<file path="src/rtl/tfc_pkg.sv">
// Package for the triangular double-to-single converter.
// Holds constants, the result struct and the binary64-to-binary32 rounding function.
// No dependencies.
package tfc_pkg;

    localparam int unsigned MaxSizeDefault = 1024;
    localparam int unsigned CfgIdxW = 1;
    localparam int unsigned CfgDataW = 11;
    localparam logic [CfgIdxW-1:0] RegUpperSelect = 1'd0;
    localparam logic [CfgIdxW-1:0] RegMatrixSize = 1'd1;
    localparam logic [62:0] F64Inf = 63'h7FF0000000000000;
    localparam logic [62:0] F64FltMax = 63'h47EFFFFFE0000000;

    typedef struct packed {
        logic [31:0] single_bits;
        logic        status;
        logic        last;
    } t_conv;

    function automatic logic [31:0] f64_to_f32(input logic [63:0] d);
        logic        sgn;
        logic [62:0] mag;
        logic [10:0] bexp;
        logic [51:0] frac;
        logic [52:0] sig;
        logic [5:0]  sh;
        logic [52:0] q;
        logic [52:0] rem;
        logic [52:0] half;
        logic [52:0] mask;
        logic        up;
        logic [31:0] res;
        sgn  = d[63];
        mag  = d[62:0];
        bexp = mag[62:52];
        frac = mag[51:0];
        sig  = {1'b1, frac};
        sh   = 6'd0;
        q    = '0;
        rem  = '0;
        half = '0;
        mask = '0;
        up   = 1'b0;
        if (mag > F64Inf) begin
            res = {sgn, 8'hFF, 1'b1, frac[50:29]};
        end else if (bexp == 11'd0) begin
            res = {sgn, 31'd0};
        end else if (bexp >= 11'd897) begin
            up  = frac[28] && ((frac[27:0] != '0) || frac[29]);
            res = {sgn, 31'({bexp - 11'd896, 23'd0} + {12'd0, frac[51:29]} + 31'(up))};
        end else if (bexp < 11'd873) begin
            res = {sgn, 31'd0};
        end else begin
            sh   = 6'(11'd926 - bexp);
            q    = sig >> sh;
            mask = (53'd1 << sh) - 53'd1;
            rem  = sig & mask;
            half = 53'd1 << (sh - 6'd1);
            up   = (rem > half) || ((rem == half) && q[0]);
            res  = {sgn, 31'(q + 53'(up))};
        end
        return res;
    endfunction

endpackage

</file>
<file path="src/rtl/triangular_f64_to_f32_convert.sv">
// Triangular double-to-single converter, top level.
// Throughput one transaction per cycle while the output is not stalled.
// Input register feeds conversion logic into an output register; stall propagates back.
// Reset (synchronous, active low): upper triangle, size 0, walker at origin, no abort.
// Uses tfc_pkg.
module triangular_f64_to_f32_convert #(
    parameter int unsigned MAX_SIZE = tfc_pkg::MaxSizeDefault
) (
    input  logic                         i_clk,
    input  logic                         i_rst_n,
    input  logic                         i_valid,
    output logic                         o_stall,
    input  logic [63:0]                  i_element_bits,
    output logic                         o_valid,
    input  logic                         i_stall,
    output logic [31:0]                  o_single_bits,
    output logic [9:0]                   o_row_index,
    output logic [9:0]                   o_col_index,
    output logic                         o_status,
    output logic                         o_last,
    input  logic                         i_cfg_we,
    input  logic [tfc_pkg::CfgIdxW-1:0]  i_cfg_index,
    input  logic [tfc_pkg::CfgDataW-1:0] i_cfg_data
);
    localparam int unsigned CntW = $clog2(MAX_SIZE + 1) + 1;

    logic            r_upper;
    logic [10:0]     r_size;
    logic [CntW-1:0] r_row, r_col, n_row, n_col;
    logic            r_abort, n_abort;
    logic            r_s1_v;
    logic [63:0]     r_s1_d;
    logic [9:0]      r_s1_row, r_s1_col;
    logic            r_s1_final;
    logic            r_o_v;
    logic [CntW-1:0] nsz;
    logic            adv1, take_in, final_e, ovf1;
    tfc_pkg::t_conv  conv;

    assign nsz = (32'(r_size) > MAX_SIZE) ? CntW'(MAX_SIZE) : CntW'(r_size);

    assign adv1    = !r_o_v || !i_stall;
    assign o_stall = r_s1_v && !adv1;
    assign take_in = i_valid && !o_stall;
    assign final_e = (r_row == nsz - 1'b1) && (r_col == nsz - 1'b1);

    always_comb begin
        n_row   = r_row;
        n_col   = r_col;
        n_abort = r_abort;
        if (r_s1_v && adv1 && !r_abort && ovf1 && !r_s1_final) begin
            n_abort = 1'b1;
        end
        if (take_in && nsz != '0) begin
            if (final_e) begin
                n_row = '0;
                n_col = '0;
            end else if (r_upper) begin
                if (r_row < r_col) begin
                    n_row = r_row + 1'b1;
                end else begin
                    n_row = '0;
                    n_col = r_col + 1'b1;
                end
            end else begin
                if (r_row < nsz - 1'b1) begin
                    n_row = r_row + 1'b1;
                end else begin
                    n_row = r_col + 1'b1;
                    n_col = r_col + 1'b1;
                end
            end
        end
    end

    assign ovf1 = (r_s1_d[62:0] > tfc_pkg::F64FltMax) && (r_s1_d[62:0] <= tfc_pkg::F64Inf);

    // abort seen by stage 1 must also include one being set by the item ahead
    logic s1_dead;
    logic r_s1_dead;
    assign s1_dead = r_s1_dead;

    always_comb begin
        conv.single_bits = ovf1 ? 32'd0 : tfc_pkg::f64_to_f32(r_s1_d);
        conv.status      = ovf1;
        conv.last        = ovf1 || r_s1_final;
    end

    always_ff @(posedge i_clk) begin
        if (!i_rst_n) begin
            r_upper   <= 1'b1;
            r_size    <= '0;
            r_row     <= '0;
            r_col     <= '0;
            r_abort   <= 1'b0;
            r_s1_v    <= 1'b0;
            r_s1_dead <= 1'b0;
            r_o_v     <= 1'b0;
        end else begin
            if (i_cfg_we && (i_cfg_index == tfc_pkg::RegUpperSelect ||
                             i_cfg_index == tfc_pkg::RegMatrixSize)) begin
                if (i_cfg_index == tfc_pkg::RegUpperSelect) begin
                    r_upper <= i_cfg_data[0];
                end else begin
                    r_size <= i_cfg_data;
                end
                r_row   <= '0;
                r_col   <= '0;
                r_abort <= 1'b0;
            end else begin
                r_row   <= n_row;
                r_col   <= n_col;
                r_abort <= n_abort;
                if (take_in && nsz != '0 && final_e) begin
                    r_abort <= 1'b0;
                end
            end
            if (take_in) begin
                r_s1_v <= nsz != '0;
            end else if (adv1) begin
                r_s1_v <= 1'b0;
            end
            if (take_in) begin
                r_s1_dead <= r_abort || (r_s1_v && adv1 && !r_s1_dead && ovf1 && !r_s1_final);
            end
            if (adv1) begin
                r_o_v <= r_s1_v && !s1_dead;
            end
        end
    end

    always_ff @(posedge i_clk) begin
        if (take_in) begin
            r_s1_d     <= i_element_bits;
            r_s1_row   <= r_row[9:0];
            r_s1_col   <= r_col[9:0];
            r_s1_final <= final_e;
        end
        if (adv1 && r_s1_v) begin
            o_single_bits <= conv.single_bits;
            o_row_index   <= r_s1_row;
            o_col_index   <= r_s1_col;
            o_status      <= conv.status;
            o_last        <= conv.last;
        end
    end

    assign o_valid = r_o_v;
endmodule

</file>
<file path="config.mk">
export PLATFORM = sky130hd
export DESIGN_NAME = triangular_f64_to_f32_convert
export DESIGN_NICKNAME = d
export VERILOG_FILES = /design/src/rtl/tfc_pkg.sv /design/src/rtl/triangular_f64_to_f32_convert.sv
export SDC_FILE = /design/constraint.sdc
export NUM_CORES = 1
export LEC_CHECK = 0
export ABC_CLOCK_PERIOD_IN_PS = 15000
export BUFFER_PORTS_ARGS = -buffer_cell sky130_fd_sc_hd__buf_2
export CORE_UTILIZATION = 35
export CTS_BUF_LIST = sky130_fd_sc_hd__clkbuf_8
export CTS_CLUSTER_DIAMETER = 40
export DETAILED_ROUTE_END_ITERATION = 10
export GPL_ROUTABILITY_DRIVEN = 0
export GPL_TIMING_DRIVEN = 0
export PLACE_DENSITY_LB_ADDON = 0.08
export REMOVE_ABC_BUFFERS = 1
export SLEW_MARGIN = 10
export SYNTH_ARGS = -nofsm -noshare
export SYNTH_HDL_FRONTEND = slang
export SYNTH_SLANG_ARGS = --single-unit
</file>
<file path="constraint.sdc">
create_clock -name i_clk -period 15 [get_ports i_clk]
set_clock_uncertainty 0.2 [all_clocks]
set_input_delay 4.5 -clock i_clk [delete_from_list [all_inputs] [get_ports i_clk]]
set_output_delay 4.5 -clock i_clk [all_outputs]
set_load 0.02 [all_outputs]
</file>
==> results.py, run 1 <==
metrics = {
    "worst_setup_path": {
        "r2r_end": "o_single_bits[26]$_SDFFCE_PP0P_",
        "cp_top_family": "simple AND/OR/NAND/NOR gates",
        "worstReg2RegStart": "r_s1_d[52]$_DFFE_PP_",
        "cp_slowest_cell": "edfxtp_1",
        "crit_top_cell": "ha_1",
        "reg2reg_depth": 37,
        "crit_fanout": 14,
        "required_ns": 15.08,
        "startpoint_type": "flip-flop",
        "worst-r2r-setup-slack_ns": 4.45,
        "crit_type": "flip-flop to flip-flop",
        "cp_slowest_stage_delay_ns": 0.78,
        "end_kind": "flip-flop",
        "crit_end": "o_single_bits[26]$_SDFFCE_PP0P_",
        "crit_cells": 37,
        "cp.buffers_inverters": 2,
        "critPathLaunch": "r_s1_d[52]$_DFFE_PP_",
        "cp.arrival_ns": 10.63,
    },
    "synthesis": {
        "synthMuxAreaShare_pct": 12.66,
        "seq_area_frac_synth_pct": 30.71,
        "async_flop_share_pct": 0,
        "synthXorXnorAreaFrac_pct": 5.029,
        "syn_area_um2": 16200,
        "syn_inst": 1806,
        "ys_types": 93,
        "ys.flop_type": "edfxtp_1",
        "yosys.area_share.simple_pct": 20.74,
        "yosys-top-cells-area": "edfxtp_1 26%, ha_1 7.0%, mux4_2 6.0%",
        "synth_most_common_cell": "nand2_1",
        "synth_area_leader_cell": "edfxtp_1",
        "synth_edf_count": 139,
        "synth_common_cells": "176 x nand2_1, 141 x nor2_1, 139 x edfxtp_1",
        "synth_top_family_by_area": "simple AND/OR/NAND/NOR gates",
        "yosys_warnings": 0,
        "yosysTopAreaCellShare_pct": 25.77,
        "synth_area_per_cell_um2": 8.968,
        "synth_compound_area_share_pct": 19.44,
        "ys_seq_elements": 179,
        "synthAdderAreaFrac_pct": 7.030,
    },
    "cts": {
        "htree_levels": 4,
        "ctsHoldBuffers": 0,
        "clockRootBuffer": "clkbuf_8",
        "cts.sinks": 179,
        "cts_tree": "built",
        "cts.repair.resized": 0,
        "insertion_delay_ns": 0.58,
        "path_clk_slew_ns": 0.11,
        "post_cts_buffers": 0,
        "clk_path_buf_depth": 2,
        "cts_buffers": 17,
    },
    "die": {
        "num_rows": 78,
        "dieArea_um2": 47140,
        "start_util_pct": 35.61,
        "die_h_um": 217.1,
        "io_pins": 137,
        "die_x_um": 217.1,
        "core-area_um2": 45480,
    },
    "place": {
        "dp_hpwl_mm": 45.53,
        "dpl_cell_area_um2": 17580,
        "portBuffers": 136,
        "dp_cells": 2445,
        "place_ws_ns": 4.650,
    },
    "routing": {
        "drt-initial-drc-count": 1487,
        "firstDrtPassIters": 8,
        "drc_errors": 0,
        "num_vias": 15009,
        "routed_wl_mm": 59.40,
        "wl_per_cell_um": 23.98,
        "via_per_inst": 6.059,
        "postRouteAntennaNets": 0,
    },
    "global_routing": {
        "grt_first_pass_wirelength_mm": 89.91,
        "grt_pass1_vias": 14220,
        "grtUsageTotal_pct": 25.32,
        "overflow": 0,
        "grt_max_degree": 50,
        "antenna_found_initial": 1,
    },
    "sta": {
        "setup_violations": 0,
        "period_minus_slack_ns": 10.55,
        "setup_ws_ns": 4.446,
        "hold_violations": 0,
        "fin_crit_sh_pct": 70.36,
        "relSlewSlack_pct": 14.67,
        "rsz0062_at_grt": "false",
        "fmax_mhz": 94.75,
        "holdWs_ns": 0.2292,
        "tightest_slew_ns": 1.277,
        "slew_violations": 0,
    },
    "finish": {
        "area_growth_pct": 11.17,
        "layout.cells.non_filler": 2477,
        "utilization_pct": 39.59,
        "drive_gt1_share_pct": 17.79,
        "fin_nets": 2036,
        "fin_area_um2": 18010,
        "diodes": 0,
    },
    "status": {
        "status": "finished clean",
    },
    "power": {
        "p_leak_nw": 6.545,
        "vdd_drop_max_v": 0.00007133,
        "power_density_nw_per_um2": 84.67,
    },
    "flow_run": {
        "cap_violations": 0,
    },
    "worst_hold_path": {
        "hp-start": "r_s1_col[2]$_DFFE_PP_",
        "hold_path.class": "flip-flop to flip-flop",
    },
}
## cells in the final DEF (no fill, tap or decap), types with 22 or more instances in the layout
cell / n
a21boi_0: 27
a21o_1: 37
a21oi_1: 106
and2_1: 38
and3_1: 27
buf_2: 136
dfxtp_1: 40
edfxtp_1: 139
ha_1: 89
inv_1: 36
mux2_2: 55
mux2i_1: 44
mux4_2: 43
nand2_1: 175
nand3_1: 100
nand4_1: 26
nor2_1: 140
nor3_1: 51
nor4_1: 22
o21ai_0: 91
xnor2_1: 58
xor2_1: 23
## logic make-up after synthesis
logic type      Yosys count
compound gates          466
buf+inv                 158
xor+xnor                 87
flops                   179
mux                     144
simple gates            681
fa+ha+maj                91
## area by class of cell
class / instances / area (um^2)
fillers: 4650 / 27470
clock buffers: 17 / 234.0
well taps: 600 / 750.7
flip-flops and latches: 179 / 4975
clock inverters: 15 / 183.9
multi-input cells: 1469 / 10590
repair buffers: 157 / 1119
inverters: 40 / 151.4
## per-layer routing
| metal | track usage, % | wire [um] | vias up |
|---|---|---|---|
| met3 | 5.409 | 4234 | 125 |
| met2 | 38.80 | 26300 | 651 |
| met4 | 10.47 | 2294 | 2 |
| li1 | - | - | 6969 |
| met5 | 0 | 12 | - |
| met1 | 34.41 | 26560 | 7262 |
## how the worst min path moves through the flow
| stage | endpoint | depth (start not counted) |
|---|---|---|
| 2_1_floorplan | o_col_index[0]$_DFFE_PP_ | 0 |
| 6_report | o_col_index[2]$_DFFE_PP_ | 0 |
| 3_5_place_dp | o_col_index[6]$_DFFE_PP_ | 0 |
| 4_1_cts | o_col_index[6]$_DFFE_PP_ | 0 |
| 5_1_grt | o_row_index[2]$_DFFE_PP_ | 0 |
| 3_3_place_gp | o_col_index[8]$_DFFE_PP_ | 0 |
## power by group
| part | internal [W] | switching [W] | total [W] |
|---|---|---|---|
| clock | 0.000142 | 0.000226 | 0.000367 |
| sequential | 0.000562 | 0.0000360 | 0.000598 |
| combinational | 0.000220 | 0.000339 | 0.000559 |
## sequential cells by signal (all words and copies together) (netlist names)
name	count
o_col_index	10
o_status	1
r_s1_v	1
r_abort	1
o_last	1
r_row	12
r_s1_col	10
o_row_index	10
r_s1_dead	1
r_s1_final	1
o_valid	1
r_s1_d	64
r_upper	1
r_size	11
r_col	12
o_single_bits	32
r_s1_row	10
## per-stage QoR
step	setup TNS [ns]	total power, W
2_1_floorplan	0	0.0009615
3_3_place_gp	-21.02	0.001133
3_5_place_dp	0	0.001154
4_1_cts	0	0.001531
5_1_grt	0	0.001602
6_report	0	0.001525
(Power assumes the default switching activity.)
==> run 2: changes to the inputs <==
--- a/config.mk
+++ b/config.mk
@@ -5,7 +5,7 @@
 export SDC_FILE = /design/constraint.sdc
 export NUM_CORES = 1
 export LEC_CHECK = 0
-export ABC_CLOCK_PERIOD_IN_PS = 15000
+export ABC_CLOCK_PERIOD_IN_PS = 8700
 export BUFFER_PORTS_ARGS = -buffer_cell sky130_fd_sc_hd__buf_2
 export CORE_UTILIZATION = 35
 export CTS_BUF_LIST = sky130_fd_sc_hd__clkbuf_8
==> constraint.sdc (replaced) <==
create_clock -name i_clk -period 8.7 [get_ports i_clk]
set_clock_uncertainty 0.2 [all_clocks]
set_input_delay 2.61 -clock i_clk [delete_from_list [all_inputs] [get_ports i_clk]]
set_output_delay 2.61 -clock i_clk [all_outputs]
set_load 0.02 [all_outputs]
==> results.py, run 2 (synthesis results as in run 1) <==
metrics = {
    "cts": {
        "clk_path_buf_depth": 2,
        "insertion_delay_ns": 0.58,
        "htree_levels": 4,
        "cts.sinks": 179,
        "cts_tree": "built",
        "clockRootBuffer": "clkbuf_8",
        "path_clk_slew_ns": 0.10,
        "cts_buffers": 17,
    },
    "worst_setup_path": {
        "reg2reg_depth": 32,
        "cp_slowest_stage_delay_ns": 0.60,
        "worstReg2RegStart": "r_s1_d[52]$_DFFE_PP_",
        "cp.arrival_ns": 8.40,
        "worst-r2r-setup-slack_ns": 0.39,
        "crit_end": "o_single_bits[26]$_SDFFCE_PP0P_",
        "startpoint_type": "flip-flop",
        "critPathLaunch": "r_s1_d[52]$_DFFE_PP_",
        "required_ns": 8.79,
        "crit_type": "flip-flop to flip-flop",
        "crit_fanout": 15,
        "r2r_end": "o_single_bits[26]$_SDFFCE_PP0P_",
        "cp_slowest_cell": "o21ai_1",
        "end_kind": "flip-flop",
    },
    "sta": {
        "tightest_slew_ns": 1.267,
        "holdWs_ns": 0.2292,
        "fmax_mhz": 120.3,
        "fin_setup_tns_ns": 0,
        "period_minus_slack_ns": 8.311,
        "hold_violations": 0,
        "slew_violations": 0,
        "setup_violations": 0,
        "relSlewSlack_pct": 15.39,
        "rsz0062_at_grt": "false",
        "fin_crit_sh_pct": 95.53,
    },
    "finish": {
        "largest_reg_flops": 64,
        "diodes": 0,
        "drive_gt1_share_pct": 19.28,
        "fin_nets": 2052,
        "final_common_cell": "nand2_1",
        "largest-register": "r_s1_d",
        "largestRegisters": "r_s1_d (64), o_single_bits (32)",
        "layout_common_cells": "175 x nand2_1, 139 x edfxtp_1, 136 x nor2_1, 136 x buf_2, 105 x a21oi_1",
        "fin_area_um2": 18260,
        "layout.cells.non_filler": 2493,
        "area_growth_pct": 12.73,
    },
    "place": {
        "portBuffers": 136,
        "dp_cells": 2445,
        "dpl_cell_area_um2": 17580,
        "dp_hpwl_mm": 45.53,
    },
    "worst_hold_path": {
        "hold-path-cell-count": 0,
        "hold_path.class": "flip-flop to flip-flop",
    },
    "routing": {
        "drt-initial-drc-count": 1593,
        "wl_per_cell_um": 24.10,
        "firstDrtPassIters": 6,
        "routed_wl_mm": 60.09,
        "postRouteAntennaNets": 0,
        "num_vias": 15101,
        "via_per_inst": 6.057,
        "drc_errors": 0,
    },
    "power": {
        "power_density_nw_per_um2": 145.0,
        "p_leak_nw": 6.648,
        "p_total_w": 0.002647,
        "vdd_drop_max_v": 0.0001224,
    },
    "die": {
        "dieArea_um2": 47140,
        "core-area_um2": 45480,
        "die_x_um": 217.1,
        "start_util_pct": 35.61,
        "num_rows": 78,
        "die_h_um": 217.1,
        "io_pins": 137,
    },
    "global_routing": {
        "grt_max_degree": 50,
        "grtUsageTotal_pct": 25.53,
        "grt_first_pass_wirelength_mm": 90.45,
        "grt_pass1_vias": 14298,
        "antenna_found_initial": 1,
        "overflow": 0,
    },
    "status": {
        "status": "finished clean",
    },
    "flow_run": {
        "cap_violations": 0,
    },
}
==> run 2: critical path, delay by kind of cell, from the launching register on <==
| kind | cells | cell delay, ns |
|---|---|---|
| adder cells (fa/ha/maj) | 4 | 0.94 |
| buffers and inverters | 4 | 0.73 |
| XOR/XNOR | 2 | 0.43 |
| AO/OA/AOI/OAI | 12 | 2.49 |
| AND/OR/NAND/NOR | 10 | 2.75 |
| flip-flops | 1 | 0.46 |
==> run 2: worst min-delay path by stage <==
stage	startpoint	end	slack, ns
2_1_floorplan	r_s1_col[0]$_DFFE_PP_	o_col_index[0]$_DFFE_PP_	0.20
3_3_place_gp	r_s1_col[8]$_DFFE_PP_	o_col_index[8]$_DFFE_PP_	0.21
3_5_place_dp	r_s1_col[6]$_DFFE_PP_	o_col_index[6]$_DFFE_PP_	0.20
4_1_cts	r_s1_col[6]$_DFFE_PP_	o_col_index[6]$_DFFE_PP_	0.23
5_1_grt	r_s1_row[2]$_DFFE_PP_	o_row_index[2]$_DFFE_PP_	0.23
6_report	r_s1_col[2]$_DFFE_PP_	o_col_index[2]$_DFFE_PP_	0.23
==> run 2: report_power, final <==
group          total [W]  internal [W]  switching [W]
clock           0.000633      0.000245       0.000388
sequential       0.00102      0.000969      0.0000557
combinational   0.000989      0.000389       0.000600
==> run 2: cell type report <==
cell class                      instances  area [um^2]
Fill cell                            4643        27220
Multi-Input combinational cell       1470        10730
Sequential cell                       179         4975
Timing Repair Buffer                  172         1235
Tap cell                              600        750.7
Clock buffer                           17        234.0
Clock inverter                         15        183.9
Inverter                               40        152.6
==> run 2: per-stage QoR <==
step / setup slack [ns] / util [%]
6_report: 0.3887 / 40.15
5_1_grt: 0.001790 / 40.15
4_1_cts: 0.07751 / 39.87
3_5_place_dp: -1.650 / 38.65
3_3_place_gp: -5.726 / 37.53
2_1_floorplan: -1.059 / -
==> run 2: repair_timing <==
action	CTS	global route
buffers inserted	11	4
pin swaps	1	1
endpoints found under the setup margin	31	22
hold buffers	0	0
gates resized for setup	9	14
cloned	0	1
==> run 2: routing by layer <==
layer | track usage (%) | up-vias | share of wire, %
met1 | 34.80 | 7296 | 44
li1 | - | 7006 | -
met5 | 0 | - | 0.020
met4 | 11.17 | 2 | 4.1
met3 | 5.451 | 124 | 7.6
met2 | 38.71 | 673 | 44
